$ cat config.mk
export PLATFORM = sky130hd
export DESIGN_NAME = bfa_summary
export DESIGN_NICKNAME = d
export VERILOG_FILES = /design/src/sv/bfa_pkg.sv /design/src/sv/bfa_summary.sv
export SDC_FILE = /design/constraint.sdc
export NUM_CORES = 1
export LEC_CHECK = 0
export ABC_CLOCK_PERIOD_IN_PS = 1850
export BUFFER_PORTS_ARGS = -buffer_cell sky130_fd_sc_hd__buf_4
export CAP_MARGIN = 20
export CORE_MARGIN = 2
export CORE_UTILIZATION = 57
export DETAILED_ROUTE_END_ITERATION = 10
export MAX_ROUTING_LAYER = met4
export PLACE_DENSITY = 0.75
export SYNTH_ARGS = -nofsm -noshare
export SYNTH_HDL_FRONTEND = slang
export SYNTH_SLANG_ARGS = --single-unit
export TNS_END_PERCENT = 30
$ cat constraint.sdc
create_clock -name clk -period 1.85 [get_ports clk]
set_input_delay 0.0925 -clock clk [delete_from_list [all_inputs] [get_ports clk]]
set_output_delay 0.0925 -clock clk [all_outputs]
set_load 0.01 [all_outputs]
$ cat src/sv/bfa_pkg.sv
`default_nettype none
// ----------------------------------------------------------------------------
// bfa_pkg
// Shared types, codes and helper functions of the bitmap first-fit allocator.
// ----------------------------------------------------------------------------
package bfa_pkg;

	// Default pool sizes
	localparam int INODE_COUNT_DEF = 1024;
	localparam int BLK_COUNT_DEF   = 4096;

	// Entries reserved by the formatted layout
	localparam int INODE_RESERVED = 2;
	localparam int BLOCK_RESERVED = 10;

	// Bitmap word geometry
	localparam int WORD_W = 64;
	localparam int BIT_W  = 6;
	localparam int WIDX_W = 6;
	localparam int MAXW   = 64;
	localparam int IDX_W  = 12;
	localparam int CNT_W  = 13;
	localparam int STAT_W = 2;

	// Request codes
	localparam logic OP_ALLOC   = 1'b0;
	localparam logic OP_FREE    = 1'b1;
	localparam logic POOL_INODE = 1'b0;
	localparam logic POOL_BLOCK = 1'b1;

	// Status codes
	localparam logic [STAT_W-1:0] STAT_OK       = 2'd0;
	localparam logic [STAT_W-1:0] STAT_DISABLED = 2'd1;
	localparam logic [STAT_W-1:0] STAT_FULL     = 2'd2;
	localparam logic [STAT_W-1:0] STAT_RANGE    = 2'd3;

	typedef struct packed {
		logic             opcode;
		logic             pool;
		logic [IDX_W-1:0] entry_index;
	} req_t;

	typedef struct packed {
		logic [STAT_W-1:0] status;
		logic [IDX_W-1:0]  granted_index;
	} rsp_t;

	// Lowest clear bit of a word
	typedef struct packed {
		logic             hit;
		logic [BIT_W-1:0] pos;
	} ffz_t;

	// Summary flag update from the read-modify-write stage
	typedef struct packed {
		logic              we;
		logic              pool;
		logic [WIDX_W-1:0] widx;
		logic              full;
	} sum_upd_t;

	// Bitmap RAM access for one word
	typedef struct packed {
		logic              rd;
		logic              wr;
		logic              pool;
		logic [WIDX_W-1:0] widx;
	} ram_req_t;

	// Find the lowest clear bit of a word
	function automatic ffz_t ffz(logic [WORD_W-1:0] w);
		ffz_t r;
		r.hit = 1'b0;
		r.pos = '0;
		for (int i = WORD_W - 1; i >= 0; i--) begin
			if (!w[i]) begin
				r.hit = 1'b1;
				r.pos = BIT_W'(i);
			end
		end
		return r;
	endfunction

	// Word contents after format: reserved entries and entries past the pool are set
	function automatic logic [WORD_W-1:0] reset_word(logic pool, logic [WIDX_W-1:0] widx,
			int icount, int bcount);
		logic [WORD_W-1:0] r;
		int                n;
		int                rsv;
		int                cnt;
		rsv = (pool == POOL_BLOCK) ? BLOCK_RESERVED : INODE_RESERVED;
		cnt = (pool == POOL_BLOCK) ? bcount : icount;
		for (int b = 0; b < WORD_W; b++) begin
			n    = int'(widx) * WORD_W + b;
			r[b] = (n < rsv) || (n >= cnt);
		end
		return r;
	endfunction

endpackage
`default_nettype wire

$ cat src/sv/bfa_summary.sv
`default_nettype none
// ----------------------------------------------------------------------------
// bfa_summary
// One full flag per bitmap word of each pool, with a search for the lowest
// word that still has a clear bit.
// ----------------------------------------------------------------------------
module bfa_summary #(
	parameter int INODE_COUNT = bfa_pkg::INODE_COUNT_DEF,
	parameter int BLK_COUNT   = bfa_pkg::BLK_COUNT_DEF
) (
	input  wire                  clk,
	input  wire                  arst_n,
	input  wire                  qpool,
	output bfa_pkg::ffz_t        qword,
	input  wire bfa_pkg::sum_upd_t upd
);

	localparam int IW = (INODE_COUNT + bfa_pkg::WORD_W - 1) / bfa_pkg::WORD_W;
	localparam int BW = (BLK_COUNT + bfa_pkg::WORD_W - 1) / bfa_pkg::WORD_W;

	logic [bfa_pkg::MAXW-1:0] ifull;
	logic [bfa_pkg::MAXW-1:0] bfull;

	// Flags of existing words; words past the pool read as full
	for (genvar w = 0; w < bfa_pkg::MAXW; w++) begin : g_flag
		if (w < IW) begin : g_ion
			logic ifull_q;
			always_ff @(posedge clk or negedge arst_n) begin
				if (!arst_n) begin
					ifull_q <= &bfa_pkg::reset_word(bfa_pkg::POOL_INODE,
						bfa_pkg::WIDX_W'(w), INODE_COUNT, BLK_COUNT);
				end else if (upd.we && upd.pool == bfa_pkg::POOL_INODE &&
						upd.widx == bfa_pkg::WIDX_W'(w)) begin
					ifull_q <= upd.full;
				end
			end
			assign ifull[w] = ifull_q;
		end else begin : g_ioff
			assign ifull[w] = 1'b1;
		end
		if (w < BW) begin : g_bon
			logic bfull_q;
			always_ff @(posedge clk or negedge arst_n) begin
				if (!arst_n) begin
					bfull_q <= &bfa_pkg::reset_word(bfa_pkg::POOL_BLOCK,
						bfa_pkg::WIDX_W'(w), INODE_COUNT, BLK_COUNT);
				end else if (upd.we && upd.pool == bfa_pkg::POOL_BLOCK &&
						upd.widx == bfa_pkg::WIDX_W'(w)) begin
					bfull_q <= upd.full;
				end
			end
			assign bfull[w] = bfull_q;
		end else begin : g_boff
			assign bfull[w] = 1'b1;
		end
	end

	// Pick the lowest word with room in the queried pool
	assign qword = bfa_pkg::ffz((qpool == bfa_pkg::POOL_BLOCK) ? bfull : ifull);

endmodule
`default_nettype wire

==> out/qor.yml <==
clock_tree:
  clkTransAtPathRegs_ns: 0.08
  post_cts_buffers: 0
  numCtsBuffers: 9
  clockRootBuffer: "clkbuf_8"
  clkLatencyLatePin_ns: 0.36
  tritoncts: "yes"
  h-tree-depth: 3
  cts.sinks: 80
  cts_max_path_buffers: 2
floorplanning:
  die_w_um: 93.02
  die_h_um: 93.02
  boundaryPins: 19
  rows: 32
  coreArea_um2: 7687
  start_util_pct: 58.76
  dieArea_um2: 8653
synth:
  synth_common_cells: "90 x nand2_1, 80 x dfrtp_1, 75 x mux2_2"
  syn_area_um2: 4517
  yosysSeqAreaShare_pct: 44.32
  ys_types: 50
  synth_top_area_cell: "dfrtp_1"
  ys_ff_latch: 80
  synth_most_common_cell: "nand2_1"
  synth.area.top_cells: "dfrtp_1 44%, mux2_2 19%, nand2_1 7.5%"
  syn_nets: 492
  syn_inst: 480
  yosys_most_used_dff: "dfrtp_1"
  yosysTopAreaCellShare_pct: 44.32
  async_flop_share_pct: 100.0
  avgSynthCellArea_um2: 9.410
  synth-edff-count: 0
  yosysWarnings: 0
global_routing:
  overflow: 0
  grt_pass1_wl_um: 21080
  use_met2_pct: 56.16
  grt_max_degree: 81
  grtUsageMet3_pct: 4.593
  top_usage_layer: "met2"
  use_met1_pct: 40.71
  first_global_vias: 4223
  antenna_found_initial: 0
  grt_usage_pct: 33.15
timing:
  period_needed_ns: 2.356
  rsz0062_at_grt: "yes"
  setup_tns_ns: -2.643
  hold_violations: 0
  worst_hold_slack_ns: 0.2271
  worstMarginPinSlew_ns: 0.7251
  max_slew_margin_pct: 51.66
  clock.fmax_mhz: 424.4
  setup_viol: 7
  worst_slack_ns: -0.5062
  finalCritPeriodShare_pct: 127.4
  skew_ns: 0
  slew_violations: 0
power_and_ir_drop:
  power.density_nw_per_um2: 704.9
  power_mw: 3.921
  p_leak_nw: 2.446
  ir_drop_mv: 0.5307
critical_path:
  critPathMaxFanout: 2
  endpoint_kind: "output pin"
  crit_arrival_ns: 2.26
  cpPeakStageDelay_ns: 0.57
  path_cells: "and3_1 > a31oi_1 > or4b_4 > or3b_4 > or2_1 > buf_6"
  cp_slowest_cell: "or4b_4"
  start_kind: "flip-flop"
  crit_required_ns: 1.76
  crit_type: "reg2out"
job:
  cap_viol_max_count: 0
min_path:
  hp-class: "in2async"
detailed_routing:
  wl_per_cell_um: 19.56
  drc: 0
  drtIter0Drc: 299
  vias: 4137
  ant_nets: 0
  vias_per_cell: 6.147
  drt_pre_antenna_iters: 5
  routed_wl_um: 13160
placed_design:
  dpl.cell_count: 656
  port_buffers: 18
  placed_cell_area_um2: 5279
  pre_cts_slack_ns: -0.1545
  gp_congestion: 1.014
  dpl.hpwl_um: 9569
cells_and_area:
  drive_above_1_share_pct: 36.43
  fin_cells: 673
  diodes: 0
  syn_to_final_growth_pct: 23.13
  design_area_um2: 5562
  post-route-util_pct: 72.35
  fin_nets: 578
outcome:
  status: "finished with violations"
  violations: "negative setup slack"
-- what timing repair did --
item / CTS / global route
endpoints found under the hold margin: 34 / 0
pin swaps: 3 / 7
gates resized for setup: 8 / 13
endpoints found under the setup margin: 7 / 7
hold buffers: 1 / 0
-- flip-flops by register name (all words and copies together) (netlist names) --
signal and count:
g_flag.g_bon.bfull_q 64, g_flag.g_ion.ifull_q 16
-- placed cells by master (no fill, tap or decap), drive strengths merged, types with 5 or more instances in the layout --
cell	netlist	final
a21oi	10	10
a31oi	13	13
and3	6	6
buf	4	93
clkbuf	15	10
dfrtp	80	80
inv	17	18
mux2	75	75
nand2	90	90
nand2b	14	14
nand3	12	12
nand4	13	13
nor2	37	37
nor2b	7	7
nor3	10	10
o21ai	23	23
or2	5	5
-- cells by family (layout without fill, tap and decap cells) --
logic type	Yosys count	in the layout	synth area share [%]
simple gates	208	208	21.69
compound gates	81	81	12.00
flops	80	80	44.32
mux	75	75	18.70
buf+inv	36	127	3.296
-- critical path, delay by kind of cell, from the launching register on --
family	cells	cell delay [ns]
flops	1	0.36
buf+inv	1	0.12
compound gates	1	0.05
simple gates	4	1.37
-- metal layers --
metal	wire length, um	share of wire (%)
met1	5290	40
met2	6645	50
met4	403	3.1
met3	825	6.3
met5	0	0
-- final cells by class --
type | instances | area (um2)
Timing Repair Buffer | 94 | 724.4
Clock buffer | 10 | 127.6
Sequential cell | 80 | 2004
Tap cell | 102 | 127.6
Fill cell | 586 | 2126
Multi-Input combinational cell | 364 | 2442
Clock inverter | 6 | 68.82
Inverter | 17 | 66.31
-- report_power, final --
| part | internal [mW] | total, mW | switching, mW |
|---|---|---|---|
| registers | 1.90 | 2.02 | 0.127 |
| clock network | 0.627 | 1.30 | 0.670 |
| logic | 0.296 | 0.600 | 0.303 |
-- path summary, 6_finish.rpt --
kind / start / endpoint / depth (start not counted) / slack (ns)
worst min register to register: g_flag[11].g_ion.ifull_q$_DFFE_PN0P_ / g_flag[11].g_ion.ifull_q$_DFFE_PN0P_ / 1 / 0.52
worst max register to register: g_flag[57].g_bon.bfull_q$_DFFE_PN0P_ / g_flag[57].g_bon.bfull_q$_DFFE_PN0P_ / 2 / 0.91
worst max-delay path: g_flag[2].g_bon.bfull_q$_DFFE_PN0P_ / qword[6] / 6 / -0.51
max in group asynchronous: arst_n / g_flag[42].g_bon.bfull_q$_DFFE_PN0P_ / 3 / 1.02
worst min-delay path: arst_n / g_flag[60].g_bon.bfull_q$_DFFE_PN0P_ / 2 / 0.23
min in group clk: upd[2] / g_flag[60].g_bon.bfull_q$_DFFE_PN0P_ / 4 / 0.23
Note: power is estimated with default switching activity, not from simulation.
